--- src/sstf_pkg.sv ---
// Shared constants, types and codes for the shortest-seek-first disk scheduler.
package sstf_pkg;

  // Default sizing handed to the top level
  localparam int DEF_MAX_REQUESTS = 32;
  localparam int DEF_TRACK_BITS   = 12;

  // Fixed field widths on the ports
  localparam int FIELD_TRACK_W = 12;
  localparam int SUM_W         = 17;
  localparam int AVG_W         = 12;
  localparam int WIDE_TRACK_W  = 16;

  // Stream packing
  localparam int IN_TDATA_W  = 16;
  localparam int OUT_TDATA_W = 48;
  localparam int OUT_SUM_LSB = FIELD_TRACK_W;
  localparam int OUT_AVG_LSB = FIELD_TRACK_W + SUM_W;
  localparam int OUT_PAD_W   = OUT_TDATA_W - FIELD_TRACK_W - SUM_W - AVG_W;

  // Configuration port
  localparam int APB_ADDR_W = 3;
  localparam int APB_DATA_W = 32;
  localparam logic [APB_ADDR_W-1:0] REG_START_HEAD_ADDR = 3'd0;

  // Controller states
  typedef enum logic [2:0] {
    ST_IDLE,
    ST_START,
    ST_SCAN,
    ST_COMMIT,
    ST_EMIT,
    ST_DIV_START,
    ST_DIV_WAIT,
    ST_EMIT_LAST
  } state_t;

  // Commands from controller to datapath
  typedef struct packed {
    logic store;
    logic init;
    logic scan_clear;
    logic scan_run;
    logic commit;
    logic div_start;
    logic emit;
    logic emit_last;
    logic emit_avg;
    logic clear_batch;
  } dp_cmd_t;

  // Status from datapath to controller
  typedef struct packed {
    logic out_free;
    logic count_zero;
    logic final_serve;
    logic scan_done;
    logic div_done;
  } dp_status_t;

endpackage

--- src/sstf_div.sv ---
// Restoring divider, one quotient bit per cycle.
module sstf_div #(
  parameter int DIVIDEND_W = 17,
  parameter int DIVISOR_W  = 6
) (
  input  logic                  clk,
  input  logic                  rst,
  input  logic                  start,
  input  logic [DIVIDEND_W-1:0] dividend,
  input  logic [DIVISOR_W-1:0]  divisor,
  output logic [DIVIDEND_W-1:0] quotient,
  output logic                  done
);

  localparam int StepW = $clog2(DIVIDEND_W + 1);

  logic [DIVIDEND_W-1:0] quo;
  logic [DIVISOR_W-1:0]  rem;
  logic [StepW-1:0]      step;
  logic                  busy;
  logic [DIVISOR_W:0]    trial;
  logic [DIVISOR_W:0]    diff;
  logic                  ge;

  // Shift the next dividend bit into the partial remainder and try a subtract
  assign trial = {rem, quo[DIVIDEND_W-1]};
  assign ge    = trial >= {1'b0, divisor};
  assign diff  = trial - {1'b0, divisor};

  // Sequence the steps
  always_ff @(posedge clk) begin
    if (rst) begin
      busy <= 1'b0;
      done <= 1'b0;
      step <= '0;
    end else begin
      done <= 1'b0;
      if (start) begin
        busy <= 1'b1;
        step <= StepW'(DIVIDEND_W);
      end else if (busy) begin
        step <= step - StepW'(1);
        if (step == StepW'(1)) begin
          busy <= 1'b0;
          done <= 1'b1;
        end
      end
    end
  end

  // Advance remainder and quotient
  always_ff @(posedge clk) begin
    if (start) begin
      quo <= dividend;
      rem <= '0;
    end else if (busy) begin
      rem <= ge ? diff[DIVISOR_W-1:0] : trial[DIVISOR_W-1:0];
      quo <= {quo[DIVIDEND_W-2:0], ge};
    end
  end

  assign quotient = quo;

endmodule

--- src/sstf_dpath.sv ---
// Datapath: request store, nearest-track scan, movement sum and result register.
module sstf_dpath #(
  parameter int MAX_REQUESTS = sstf_pkg::DEF_MAX_REQUESTS,
  parameter int TRACK_BITS   = sstf_pkg::DEF_TRACK_BITS
) (
  input  logic                                clk,
  input  logic                                rst,
  input  sstf_pkg::dp_cmd_t                   cmd,
  output sstf_pkg::dp_status_t                status,
  input  logic [sstf_pkg::FIELD_TRACK_W-1:0]  request_track,
  input  logic [sstf_pkg::FIELD_TRACK_W-1:0]  start_head,
  output logic                                out_valid,
  input  logic                                out_ready,
  output logic [sstf_pkg::FIELD_TRACK_W-1:0]  served_track,
  output logic [sstf_pkg::SUM_W-1:0]          total_movement,
  output logic [sstf_pkg::AVG_W-1:0]          average_seek,
  output logic                                last_result
);

  localparam int CntW  = $clog2(MAX_REQUESTS + 1);
  localparam int IdxW  = (MAX_REQUESTS > 1) ? $clog2(MAX_REQUESTS) : 1;
  localparam int DivW  = $clog2(MAX_REQUESTS + 2);
  localparam int WideW = sstf_pkg::WIDE_TRACK_W;
  localparam int SumW  = sstf_pkg::SUM_W;
  localparam int TrkW  = sstf_pkg::FIELD_TRACK_W;
  localparam int AvgW  = sstf_pkg::AVG_W;

  logic [TRACK_BITS-1:0]   mem [MAX_REQUESTS];
  logic [TRACK_BITS-1:0]   rd_data;
  logic [CntW-1:0]         count;
  logic [MAX_REQUESTS-1:0] served;
  logic [TRACK_BITS-1:0]   head;
  logic [SumW-1:0]         sum;
  logic [CntW-1:0]         served_cnt;
  logic [CntW-1:0]         issue_cnt;
  logic                    cmp_valid;
  logic [IdxW-1:0]         cmp_idx;
  logic                    found;
  logic [IdxW-1:0]         best_idx;
  logic [TRACK_BITS-1:0]   best_d;
  logic [TRACK_BITS-1:0]   best_trk;

  logic [WideW-1:0]        req_wide;
  logic [WideW-1:0]        start_wide;
  logic [WideW-1:0]        head_wide;
  logic [TRACK_BITS-1:0]   req_trk;
  logic [TRACK_BITS-1:0]   start_trk;
  logic                    wr_en;
  logic [IdxW-1:0]         rd_idx;
  logic                    issue_go;
  logic [TRACK_BITS-1:0]   cand_d;
  logic                    cand_better;
  logic [DivW-1:0]         divisor;
  logic [SumW-1:0]         quotient;
  logic                    div_done;

  // Take tracks modulo the track width
  assign req_wide   = WideW'(request_track);
  assign start_wide = WideW'(start_head);
  assign head_wide  = WideW'(head);
  assign req_trk    = req_wide[TRACK_BITS-1:0];
  assign start_trk  = start_wide[TRACK_BITS-1:0];

  // Request store: one write port for loading, one registered read for the scan
  assign wr_en  = cmd.store && (count < CntW'(MAX_REQUESTS));
  assign rd_idx = issue_cnt[IdxW-1:0];

  always_ff @(posedge clk) begin
    if (wr_en) begin
      mem[count[IdxW-1:0]] <= req_trk;
    end
    rd_data <= mem[rd_idx];
  end

  // Batch control state: fill count, served flags, head and movement
  always_ff @(posedge clk) begin
    if (rst) begin
      count      <= '0;
      served     <= '0;
      head       <= '0;
      sum        <= '0;
      served_cnt <= '0;
    end else begin
      if (wr_en) begin
        count <= count + CntW'(1);
      end
      if (cmd.init) begin
        head       <= start_trk;
        sum        <= '0;
        served_cnt <= '0;
      end
      if (cmd.commit) begin
        served[best_idx] <= 1'b1;
        sum              <= sum + SumW'(best_d);
        head             <= best_trk;
        served_cnt       <= served_cnt + CntW'(1);
      end
      if (cmd.clear_batch) begin
        count  <= '0;
        served <= '0;
      end
    end
  end

  // Scan: issue one read per cycle and compare each entry as it returns from the registered read
  assign issue_go = cmd.scan_run && (issue_cnt != count);
  assign cand_d   = (rd_data > head) ? (rd_data - head) : (head - rd_data);
  assign cand_better = !served[cmp_idx] &&
                       (!found || (cand_d < best_d) ||
                        ((cand_d == best_d) && (rd_data < best_trk)));

  always_ff @(posedge clk) begin
    if (rst) begin
      cmp_valid <= 1'b0;
      issue_cnt <= '0;
      found     <= 1'b0;
    end else begin
      cmp_valid <= issue_go;
      if (cmd.scan_clear) begin
        issue_cnt <= '0;
        found     <= 1'b0;
      end else begin
        if (issue_go) begin
          issue_cnt <= issue_cnt + CntW'(1);
        end
        if (cmp_valid && cand_better) begin
          found <= 1'b1;
        end
      end
    end
  end

  // Hold the best candidate so far
  always_ff @(posedge clk) begin
    if (issue_go) begin
      cmp_idx <= rd_idx;
    end
    if (cmp_valid && cand_better) begin
      best_idx <= cmp_idx;
      best_d   <= cand_d;
      best_trk <= rd_data;
    end
  end

  // Average seek over visited positions
  assign divisor = DivW'(count) + DivW'(1);

  sstf_div #(
    .DIVIDEND_W (SumW),
    .DIVISOR_W  (DivW)
  ) u_div (
    .clk      (clk),
    .rst      (rst),
    .start    (cmd.div_start),
    .dividend (sum),
    .divisor  (divisor),
    .quotient (quotient),
    .done     (div_done)
  );

  // Result register: parts the scan from the downstream stall
  always_ff @(posedge clk) begin
    if (rst) begin
      out_valid <= 1'b0;
    end else if (cmd.emit) begin
      out_valid <= 1'b1;
    end else if (out_ready) begin
      out_valid <= 1'b0;
    end
  end

  always_ff @(posedge clk) begin
    if (cmd.emit) begin
      served_track   <= head_wide[TrkW-1:0];
      total_movement <= sum;
      average_seek   <= cmd.emit_avg ? quotient[AvgW-1:0] : '0;
      last_result    <= cmd.emit_last;
    end
  end

  // Report to the controller
  always_comb begin
    status.out_free    = !out_valid || out_ready;
    status.count_zero  = (count == '0);
    status.final_serve = ((served_cnt + CntW'(1)) == count);
    status.scan_done   = (issue_cnt == count) && !cmp_valid;
    status.div_done    = div_done;
  end

endmodule

--- src/sstf_ctrl.sv ---
// Controller: sequences loading, scans, commits, averaging and result transfers.
module sstf_ctrl (
  input  logic                 clk,
  input  logic                 rst,
  input  logic                 in_valid,
  input  logic                 in_last,
  output logic                 in_ready,
  input  sstf_pkg::dp_status_t status,
  output sstf_pkg::dp_cmd_t    cmd
);

  sstf_pkg::state_t state;
  sstf_pkg::state_t state_next;

  // State register
  always_ff @(posedge clk) begin
    if (rst) begin
      state <= sstf_pkg::ST_IDLE;
    end else begin
      state <= state_next;
    end
  end

  // Next state
  always_comb begin
    state_next = state;
    unique case (state)
      sstf_pkg::ST_IDLE: begin
        if (in_valid && in_last) state_next = sstf_pkg::ST_START;
      end
      sstf_pkg::ST_START: begin
        if (status.out_free) begin
          state_next = status.count_zero ? sstf_pkg::ST_IDLE : sstf_pkg::ST_SCAN;
        end
      end
      sstf_pkg::ST_SCAN: begin
        if (status.scan_done) state_next = sstf_pkg::ST_COMMIT;
      end
      sstf_pkg::ST_COMMIT: begin
        state_next = status.final_serve ? sstf_pkg::ST_DIV_START : sstf_pkg::ST_EMIT;
      end
      sstf_pkg::ST_EMIT: begin
        if (status.out_free) state_next = sstf_pkg::ST_SCAN;
      end
      sstf_pkg::ST_DIV_START: begin
        state_next = sstf_pkg::ST_DIV_WAIT;
      end
      sstf_pkg::ST_DIV_WAIT: begin
        if (status.div_done) state_next = sstf_pkg::ST_EMIT_LAST;
      end
      sstf_pkg::ST_EMIT_LAST: begin
        if (status.out_free) state_next = sstf_pkg::ST_IDLE;
      end
      default: state_next = sstf_pkg::ST_IDLE;
    endcase
  end

  // Commands
  always_comb begin
    cmd      = '0;
    in_ready = 1'b0;
    unique case (state)
      sstf_pkg::ST_IDLE: begin
        in_ready  = 1'b1;
        cmd.store = in_valid;
        cmd.init  = in_valid && in_last;
      end
      sstf_pkg::ST_START: begin
        if (status.out_free) begin
          cmd.emit        = 1'b1;
          cmd.emit_last   = status.count_zero;
          cmd.clear_batch = status.count_zero;
          cmd.scan_clear  = 1'b1;
        end
      end
      sstf_pkg::ST_SCAN: begin
        cmd.scan_run = 1'b1;
      end
      sstf_pkg::ST_COMMIT: begin
        cmd.commit = 1'b1;
      end
      sstf_pkg::ST_EMIT: begin
        if (status.out_free) begin
          cmd.emit       = 1'b1;
          cmd.scan_clear = 1'b1;
        end
      end
      sstf_pkg::ST_DIV_START: begin
        cmd.div_start = 1'b1;
      end
      sstf_pkg::ST_DIV_WAIT: begin
        cmd = '0;
      end
      sstf_pkg::ST_EMIT_LAST: begin
        if (status.out_free) begin
          cmd.emit        = 1'b1;
          cmd.emit_last   = 1'b1;
          cmd.emit_avg    = 1'b1;
          cmd.clear_batch = 1'b1;
        end
      end
      default: cmd = '0;
    endcase
  end

endmodule

--- src/sstf_disk_scheduler.sv ---
// Top level of the shortest-seek-first disk scheduler: config register and stream ports.
//
// Requests are loaded one per cycle into a store of MAX_REQUESTS entries; a transfer
// with tlast set starts scheduling from the start_head register. The block then emits
// the start head and, for each of the n stored requests, the nearest unserved track
// with the running head movement. Each served request costs a scan of the store
// through its single read port, and the final result also waits for the bit-serial
// average divider. Input is refused from the last request of a batch until the final
// result has been placed in the output register; that result may then wait while a
// new batch loads.
module sstf_disk_scheduler #(
  parameter int MAX_REQUESTS = sstf_pkg::DEF_MAX_REQUESTS,
  parameter int TRACK_BITS   = sstf_pkg::DEF_TRACK_BITS
) (
  input  logic                               clk,
  input  logic                               rst,
  // Configuration port
  input  logic                               psel,
  input  logic                               penable,
  input  logic                               pwrite,
  input  logic [sstf_pkg::APB_ADDR_W-1:0]    paddr,
  input  logic [sstf_pkg::APB_DATA_W-1:0]    pwdata,
  output logic [sstf_pkg::APB_DATA_W-1:0]    prdata,
  output logic                               pready,
  // Request stream
  input  logic                               s_axis_tvalid,
  output logic                               s_axis_tready,
  input  logic [sstf_pkg::IN_TDATA_W-1:0]    s_axis_tdata,   // [11:0] request_track
  input  logic                               s_axis_tlast,   // last_request
  // Result stream
  output logic                               m_axis_tvalid,
  input  logic                               m_axis_tready,
  output logic [sstf_pkg::OUT_TDATA_W-1:0]   m_axis_tdata,   // [11:0] served_track,
                                                             // [28:12] total_movement,
                                                             // [40:29] average_seek
  output logic                               m_axis_tlast    // last_result
);

  localparam int TrkW = sstf_pkg::FIELD_TRACK_W;

  logic [TrkW-1:0]               start_head;
  logic                          reg_hit;
  sstf_pkg::dp_cmd_t             cmd;
  sstf_pkg::dp_status_t          status;
  logic [TrkW-1:0]               served_track;
  logic [sstf_pkg::SUM_W-1:0]    total_movement;
  logic [sstf_pkg::AVG_W-1:0]    average_seek;
  logic                          last_result;

  // Register decode
  assign reg_hit = (paddr == sstf_pkg::REG_START_HEAD_ADDR);
  assign pready  = 1'b1;

  always_ff @(posedge clk) begin
    if (rst) begin
      start_head <= '0;
    end else if (psel && penable && pwrite && pready && reg_hit) begin
      start_head <= pwdata[TrkW-1:0];
    end
  end

  assign prdata = reg_hit ? sstf_pkg::APB_DATA_W'(start_head) : '0;

  sstf_ctrl u_ctrl (
    .clk      (clk),
    .rst      (rst),
    .in_valid (s_axis_tvalid),
    .in_last  (s_axis_tlast),
    .in_ready (s_axis_tready),
    .status   (status),
    .cmd      (cmd)
  );

  sstf_dpath #(
    .MAX_REQUESTS (MAX_REQUESTS),
    .TRACK_BITS   (TRACK_BITS)
  ) u_dpath (
    .clk            (clk),
    .rst            (rst),
    .cmd            (cmd),
    .status         (status),
    .request_track  (s_axis_tdata[TrkW-1:0]),
    .start_head     (start_head),
    .out_valid      (m_axis_tvalid),
    .out_ready      (m_axis_tready),
    .served_track   (served_track),
    .total_movement (total_movement),
    .average_seek   (average_seek),
    .last_result    (last_result)
  );

  // Pack the result transfer
  assign m_axis_tdata = {{sstf_pkg::OUT_PAD_W{1'b0}}, average_seek, total_movement,
                         served_track};
  assign m_axis_tlast = last_result;

endmodule

--- config.mk ---
export PLATFORM = sky130hd
export DESIGN_NAME = sstf_disk_scheduler
export DESIGN_NICKNAME = d
export VERILOG_FILES = /design/src/sstf_pkg.sv /design/src/sstf_div.sv /design/src/sstf_dpath.sv /design/src/sstf_ctrl.sv /design/src/sstf_disk_scheduler.sv
export SDC_FILE = /design/constraint.sdc
export NUM_CORES = 1
export LEC_CHECK = 0
export BUFFER_PORTS_ARGS = -buffer_cell sky130_fd_sc_hd__buf_4
export CAP_MARGIN = 20
export CORE_MARGIN = 2
export CORE_UTILIZATION = 52
export CTS_CLUSTER_SIZE = 25
export DETAILED_ROUTE_END_ITERATION = 8
export PLACE_DENSITY = 0.7
export SLEW_MARGIN = 20
export SYNTH_ARGS = -nofsm -noshare
export SYNTH_HDL_FRONTEND = slang
export SYNTH_SLANG_ARGS = --single-unit
--- constraint.sdc ---
create_clock -name clk -period 12.6 [get_ports clk]
set_input_delay 1.89 -clock clk [delete_from_list [all_inputs] [get_ports clk]]
set_output_delay 1.89 -clock clk [all_outputs]
set_load 0.005 [all_outputs]
* Yosys cells after proc, flatten, opt, wreduce, memory -nomap -nowiden
Memory sizes are Yosys's and may differ from the RTL's. A register that Yosys moved wholly into a read port is not among the register bits. Index checks and enable logic that the tools add are counted.
Storage, ports and cells: register bits 203, memory bits (writable) 384, input bits 59, memories kept 1
Operators by class: $add $sub $neg 8, magnitude comparators 8, equal/unequal tests 18, mux-type cells 48, bitwise operators 2, reductions and logical operators 30
Memories:
- u_dpath.mem | depth 32, bits a word 12, read ports 1, clocked after Yosys merged registers in 1, write ports 1, line sstf_dpath.sv:28 | logic [TRACK_BITS-1:0] mem [MAX_REQUESTS];
Operators with widths (count):
- 17-bit two-way mux | 4
- 12-bit two-way mux | 4
- 32-bit bitwise OR | 1
- 12-bit less-than comparator | 2
- 3-bit case mux with 8 select lines | 1
- 12-bit subtractor | 2
- 1-bit two-way mux | 19
- 6-bit by 1-bit adder with 6-bit output (second input constant) | 3
- 3-bit two-way mux | 6
- 6-bit two-way mux | 3
- 17-bit by 12-bit adder with 17-bit output | 1
- 12-bit == test | 1
- 3-bit == test (second input constant) | 4
- 6-bit == test | 2
- 12-bit > comparator | 1
- 5-bit by 6-bit less-than comparator with 1-bit output (second input constant) | 2
- 1-bit logical AND | 11
- 5-bit two-way mux | 2
- 2-bit inequality test (second input constant) | 4
- 2-bit OR reduction | 4
- 7-bit by 6-bit greater-or-equal comparator with 1-bit output | 1
- 3-bit by 2-bit == test with 1-bit output (second input constant) | 2
- 3-bit zero test | 2
- 6-bit zero test | 1
- other kinds (20) | 31

* Longest topological paths before layout
word-level depth 7, gate-level depth with buffers 18

* Modules after synthesis
Synthesis repeated with hierarchy kept, for this count alone.
Unflattened totals: cell total of the unflattened synthesis 1697, area total of the unflattened synthesis 25981.2 sq um
Modules (own cells, without submodules):
- sstf_dpath | times used 1, cells each 1414, area each 23193.5 sq um
- sstf_div | times used 1, cells each 143, area each 1616.6 sq um
- sstf_disk_scheduler | times used 1, cells each 97, area each 864.6 sq um
- sstf_ctrl | times used 1, cells each 43, area each 306.5 sq um

* Worst setup path before layout
No wires, ideal clock.
kind flip-flop to flip-flop, from reg u_dpath.head[2], to reg u_dpath.best_d[0] (enable), setup time 433 ps, arrival time 4910 ps, slack 7257 ps, cell stages (with the launch flop) 17, path buffers 2, clock period less this slack 5343 ps, cell sequence dfxtp_1 > inv_1 > ha_1 > buf_2 > a211oi_1 > o211ai_1 > nand3_1 > a21oi_1 > buf_2 > mux2_2 > ha_1 > nor2b_1 > o211ai_1 > a21oi_1 > a2111oi_0 > o21ai_0 > a31oi_1
On the way: word-level cells in the longest chain between the ends 7, elaborated cells between the ends (all ways) 11, those cells by class add/sub (2); order compare (2); eq/ne (1); mux (1); reduce/logical (5)
Ends and longest elaborated chain:
- from (decl) | line sstf_dpath.sv:32 | logic [TRACK_BITS-1:0] head;
- from (signal assigned) | line sstf_dpath.sv:88 | head <= start_trk;
- from (signal assigned) | line sstf_dpath.sv:95 | head <= best_trk;
- 12-bit > comparator * | line sstf_dpath.sv:107 | assign cand_d = (rd_data > head) ? (rd_data - head) : (head - rd_data);
- 12-bit two-way mux * | line sstf_dpath.sv:107
- via u_dpath.cand_d[1] | line sstf_dpath.sv:51 | logic [TRACK_BITS-1:0] cand_d;
- 12-bit less-than comparator / 12-bit == test (equally long branches) | line sstf_dpath.sv:109, sstf_dpath.sv:110
- 1-bit logical OR / 1-bit logical AND (equally long branches) | line sstf_dpath.sv:109, sstf_dpath.sv:110
- 1-bit logical OR * | line sstf_dpath.sv:109 | (!found || (cand_d < best_d) ||
- 1-bit logical AND * | line sstf_dpath.sv:108 | assign cand_better = !served[cmp_idx] &&
- 1-bit logical AND * | line sstf_dpath.sv:138 | if (cmp_valid && cand_better) begin
- to (signal assigned) | line sstf_dpath.sv:140 | best_d <= cand_d;
- to (decl) | line sstf_dpath.sv:40 | logic [TRACK_BITS-1:0] best_d;
Mark *: on every way through the listed nets, which the timed path passes. The rest lies on a longest branch. A chain may end at the register's enable or synchronous reset.

* Worst setup path in the final report
from reg u_dpath.rd_data[0] (read register of u_dpath.mem), to reg u_dpath.best_idx[2] (enable)
On the way: word-level cells in the longest chain between the ends 7, elaborated cells between the ends (all ways) 12, those cells by class add/sub (2); order compare (3); eq/ne (1); mux (1); reduce/logical (5)
Ends and longest elaborated chain:
- from (decl) | line sstf_dpath.sv:29 | logic [TRACK_BITS-1:0] rd_data;
- 12-bit subtractor / 12-bit > comparator (equally long branches) | line sstf_dpath.sv:107
- 12-bit two-way mux * | line sstf_dpath.sv:107
- via u_dpath.cand_d[5] | line sstf_dpath.sv:51
- 12-bit less-than comparator / 12-bit == test (equally long branches) | line sstf_dpath.sv:109, sstf_dpath.sv:110
- 1-bit logical OR / 1-bit logical AND (equally long branches) | line sstf_dpath.sv:109, sstf_dpath.sv:110
- 1-bit logical OR * | line sstf_dpath.sv:109
- 1-bit logical AND * | line sstf_dpath.sv:108
- 1-bit logical AND * | line sstf_dpath.sv:138
- to (signal assigned) | line sstf_dpath.sv:139 | best_idx <= cmp_idx;
- to (decl) | line sstf_dpath.sv:39 | logic [IdxW-1:0] best_idx;
Marks and branches as above.

==> implementation parameters <==
Parameter                              Value

Power
  Flop pwr share    0.512
  Clock Power Share    0.385
  Cell internal pwr    3.35 mW
  Relative contribution of combinational cells to total power    0.103
  Net Switching    around 1 mW
  Final Total Pwr    4.38 mW
  Switching part of the total    0.235
  LEAKAGE    between 9 and 10 nW
  Worst ir drop on vdd    about 0.12 mV
  Power density relative to cell area    roughly 150 mW/mm2

Timing
  Pins Over Slew Limit    0
  Final worst slack    7310 ps
  Time the final worst path needs with I/O delays and setup    5290 ps
  Setup skew after layout    around 33 ps
  Maximum clock rate    between 150 and 200 MHz
  Final worst-path cycle share    0.420
  Remaining max-slew budget at the tightest pin    0.351
  Number of hold violations in the final report    0
  Setup repair after global routing missed its margin    false
  Worst Tran Pin Value    just under 1000 ps
  Setup-failing EPs final    0
  Total negative setup slack    0 ps

Routing
  Remaining DRCs    0
  Routed length per instance    21.2 um
  Number of DRC violations after detailed-routing iteration 0    1302
  Avg Vias per Cell    approximately 5.7
  Antenna Violating Nets Remaining    0
  Drt pass-1 iters    7
  Total via count in the routed design    14300
  Overall routed net length    52900 um

Final layout
  Number of standard cells in the layout, taps in and fillers out    about 2500
  Final standard cell utilization of the core    0.590
  Most frequent standard cell in the layout excluding fill and tap cells    edfxtp_1
  Area growth syn-to-layout    12.6%
  Layout Nets    between 1500 and 2000
  Fill cell count    around 3700
  Commonest cells after routing, fill and taps aside    477 x edfxtp_1, 130 x nand2_1, 130 x mux4_2
  Fraction of final layout cells with drive strength greater than 1    0.202
  Number of antenna cells inserted    0

Setup path
  Startpoint of the lowest-slack register-to-register path    u_dpath.rd_data[0]
  Critical Path Start Type    flip-flop
  Cell breakdown of the critical path    inv_1 > ha_1 > inv_1 > fa_1 > a211oi_1 > o211ai_1 > nand3_1 > a21oi_1 > a2111oi_0 > a21oi_1 > xor2_1 > ha_1 > nand4_1 > a21oi_1 > a2111oi_0 > o21ai_0 > a31oi_4 > buf_16
  Crit path required time    12910 ps
  Slack of the worst reg-to-reg path    between 7000 and 8000 ps
  Crit path max-delay family    compound AO/OA/AOI/OAI gates
  Critical path buffer and inverter count    3
  Critical path capture point type    flip-flop
  Worst-path cell with the longest stage delay    a2111oi_0
  Maximum fanout count along the critical path    17
  Setup CP Type    flip-flop to flip-flop
  Most frequent cell on the critical path    a21oi_1
  Worst endpoint data arrival time    5600 ps
  Worst reg-to-reg path cell count    18
  Largest incremental delay on the critical path    between 500 and 600 ps
  Reg2reg end    u_dpath.best_idx[2]

Yosys
  Top cells by area in the synthesized netlist    edfxtp_1 56%, mux4_2 11%, dfxtp_1 9.6%, ha_1 3.5%, a21oi_1 2.4%
  Simple-Gate Fraction of Synth Area    0.0715
  Synthesis warning total    0
  Gate count of the mapped netlist    ~1700
  Area of the mapped netlist    0.0255 mm2
  Parity-gate share of the synthesized area counting xor and xnor cells    0.0182
  Combinational family with the most area after synthesis    multiplexers
  Synth Area in Compound Gates    0.0555
  Yosys top cell area share    0.561
  Leading register cell type out of synthesis    edfxtp_1
  Seq cells post-synth    roughly 600
  Share of async-settable or async-resettable flops after synthesis    0
  Biggest area consumer among synthesized cells    edfxtp_1
  Mux cell area share after synthesis    0.127
  Netlist cell types    between 50 and 60
  Area share of fa/ha/maj cells after synthesis    0.0384
  Post-synthesis sequential area ratio    0.657
  Post-Syn Area per Cell    about 15 um2
  Number of enable flip-flop cells after synthesis    477

Clocking
  Number of levels in the clock H-tree    2
  Clock tree from TritonCTS    done
  Max Buffers Root-to-Sink    3
  Clock Tree Root    clkbuf_16
  Clock latency on the worst-skew pair    about 640 ps
  Number of sinks driven by the clock tree    around 600
  Clock Pin Slew Worst Setup and Hold Paths    ~60 ps
  Post-CTS Repair Setup Buffers    0
  Post-CTS Hold Buffers    0
  Post-cts gate resize count    0
  Number of buffers inserted during clock tree synthesis    60

Global routing
  Total GRT Usage    0.212
  Global-route wire length before repair    about 80000 um
  Initial antenna violation count    0
  Maximum number of pins on one net before global-route repair    60
  Grt ovf    0
  Vias in the first global route    roughly 14000

Floorplan
  Ports placed on the boundary    between 100 and 150
  Standard-cell rows    81
  Overall die area    a little over 0.05 mm2
  Chip height    ~230 um
  Core Footprint    just under 0.05 mm2
  Die X    about 230 um
  Initial Util    0.524

Worst hold path
  Worst hold path cell count    2
  Hold Crit Class    flip-flop to flip-flop
  End point of the most critical hold path    u_dpath.served[14]
  Min-Delay Startpoint    u_dpath.served[14]

Run status
  Result of the run    finished clean

Placement
  Port bufs    90
  Number of placed cells counting well taps    2397
  Setup WS pre-CTS    7100 ps
  Gp weighted congestion    0.907
  Final HPWL from detailed placement    34000 um

Flow run
  Number of max-capacitance violations reported    0
## state kept, by name, indices dropped and copies added (netlist names), 3 cells and up
name,count
u_dpath.average_seek,12
u_dpath.served_track,12
u_dpath.count,6
u_dpath.u_div.quotient,17
u_dpath.u_div.step,5
u_dpath.best_d,12
u_dpath.total_movement,17
u_dpath.sum,17
start_head,12
u_dpath.head,12
u_dpath.served_cnt,6
u_dpath.best_trk,12
u_dpath.issue_cnt,6
u_dpath.served,32
u_dpath.best_idx,5
u_dpath.rd_data,12
u_dpath.u_div.rem,6
u_dpath.cmp_idx,5
u_dpath.mem,384
u_ctrl.state,3
## tightest hold or removal path, stage by stage (launching register included)
cell	delay, ps
dfxtp_1	320
a21oi_1	40
nor2_1	70
## per-layer routing
layer | vias to the layer above | track usage | part of all wire
met1 | 7179 | 0.304 | 0.44
li1 | 6581 | - | -
met4 | 0 | 0.0673 | 0.026
met3 | 78 | 0.0305 | 0.057
met5 | - | 0 | 0
met2 | 481 | 0.338 | 0.48
## cells by family after synthesis
family / after synthesis
adder cells (fa/ha/maj): 76
multiplexers: 158
other: 2
AND/OR/NAND/NOR: 393
buffers and inverters: 177
XOR/XNOR: 53
AO/OA/AOI/OAI: 238
flip-flops: 599
## synth_stat cells, types with 6 or more instances
cell / number
a211oi_1: 6
a21o_1: 17
a21oi_1: 122
a22oi_1: 16
and2_1: 27
and3_1: 9
buf_1: 9
buf_2: 18
buf_4: 28
buf_6: 6
clkbuf_1: 50
dfxtp_1: 122
edfxtp_1: 477
ha_1: 72
inv_1: 66
mux2_2: 17
mux2i_1: 11
mux4_2: 130
nand2_1: 130
nand3_1: 25
nand4_1: 15
nor2_1: 122
nor2b_1: 9
nor3_1: 18
o211ai_1: 9
o21ai_0: 33
xnor2_1: 33
xor2_1: 20
## worst max path at each step
stage                             startpoint  cells after the start                   to
final                     u_dpath.rd_data[0]                     18  u_dpath.best_idx[2]
after global routing      u_dpath.rd_data[0]                     18  u_dpath.best_idx[2]
after CTS                 u_dpath.rd_data[0]                     17  u_dpath.best_idx[0]
after detailed placement  u_dpath.rd_data[0]                     17  u_dpath.best_idx[2]
after global placement       u_dpath.head[4]                     15  u_dpath.best_trk[0]
after floorplan              u_dpath.head[2]                     16    u_dpath.best_d[0]
## power by group through the flow
stage / Clock, mW / Combinational [mW] / Sequential [mW]
5_1_grt: 1.79 / 0.503 / 2.25
4_1_cts: 1.72 / 0.450 / 2.24
6_report: 1.69 / 0.452 / 2.24
2_1_floorplan: 0 / 0.294 / 2.27
3_3_place_gp: 0 / 0.432 / 2.28
3_5_place_dp: 0 / 0.447 / 2.28
## area by class of cell
class | instances | area (um2) | area share
flip-flops and latches | 599 | 16800 | 0.583
inverters | 66 | 248 | 0.00862
multi-input cells | 946 | 8080 | 0.281
well taps | 664 | 831 | 0.0289
repair buffers | 124 | 980 | 0.0341
clock buffers | 82 | 1640 | 0.0569
clock inverters | 22 | 204 | 0.00709
## stage by stage
| stage | cell area [um2] | hold WS, ps |
|---|---|---|
| global route | 28700 | 487 |
| global placement | 26800 | 441 |
| CTS | 28700 | 471 |
| finish | 28700 | 465 |
| detailed placement | 26800 | 456 |
| floorplan | 25600 | 403 |
(Power assumes the default switching activity.)
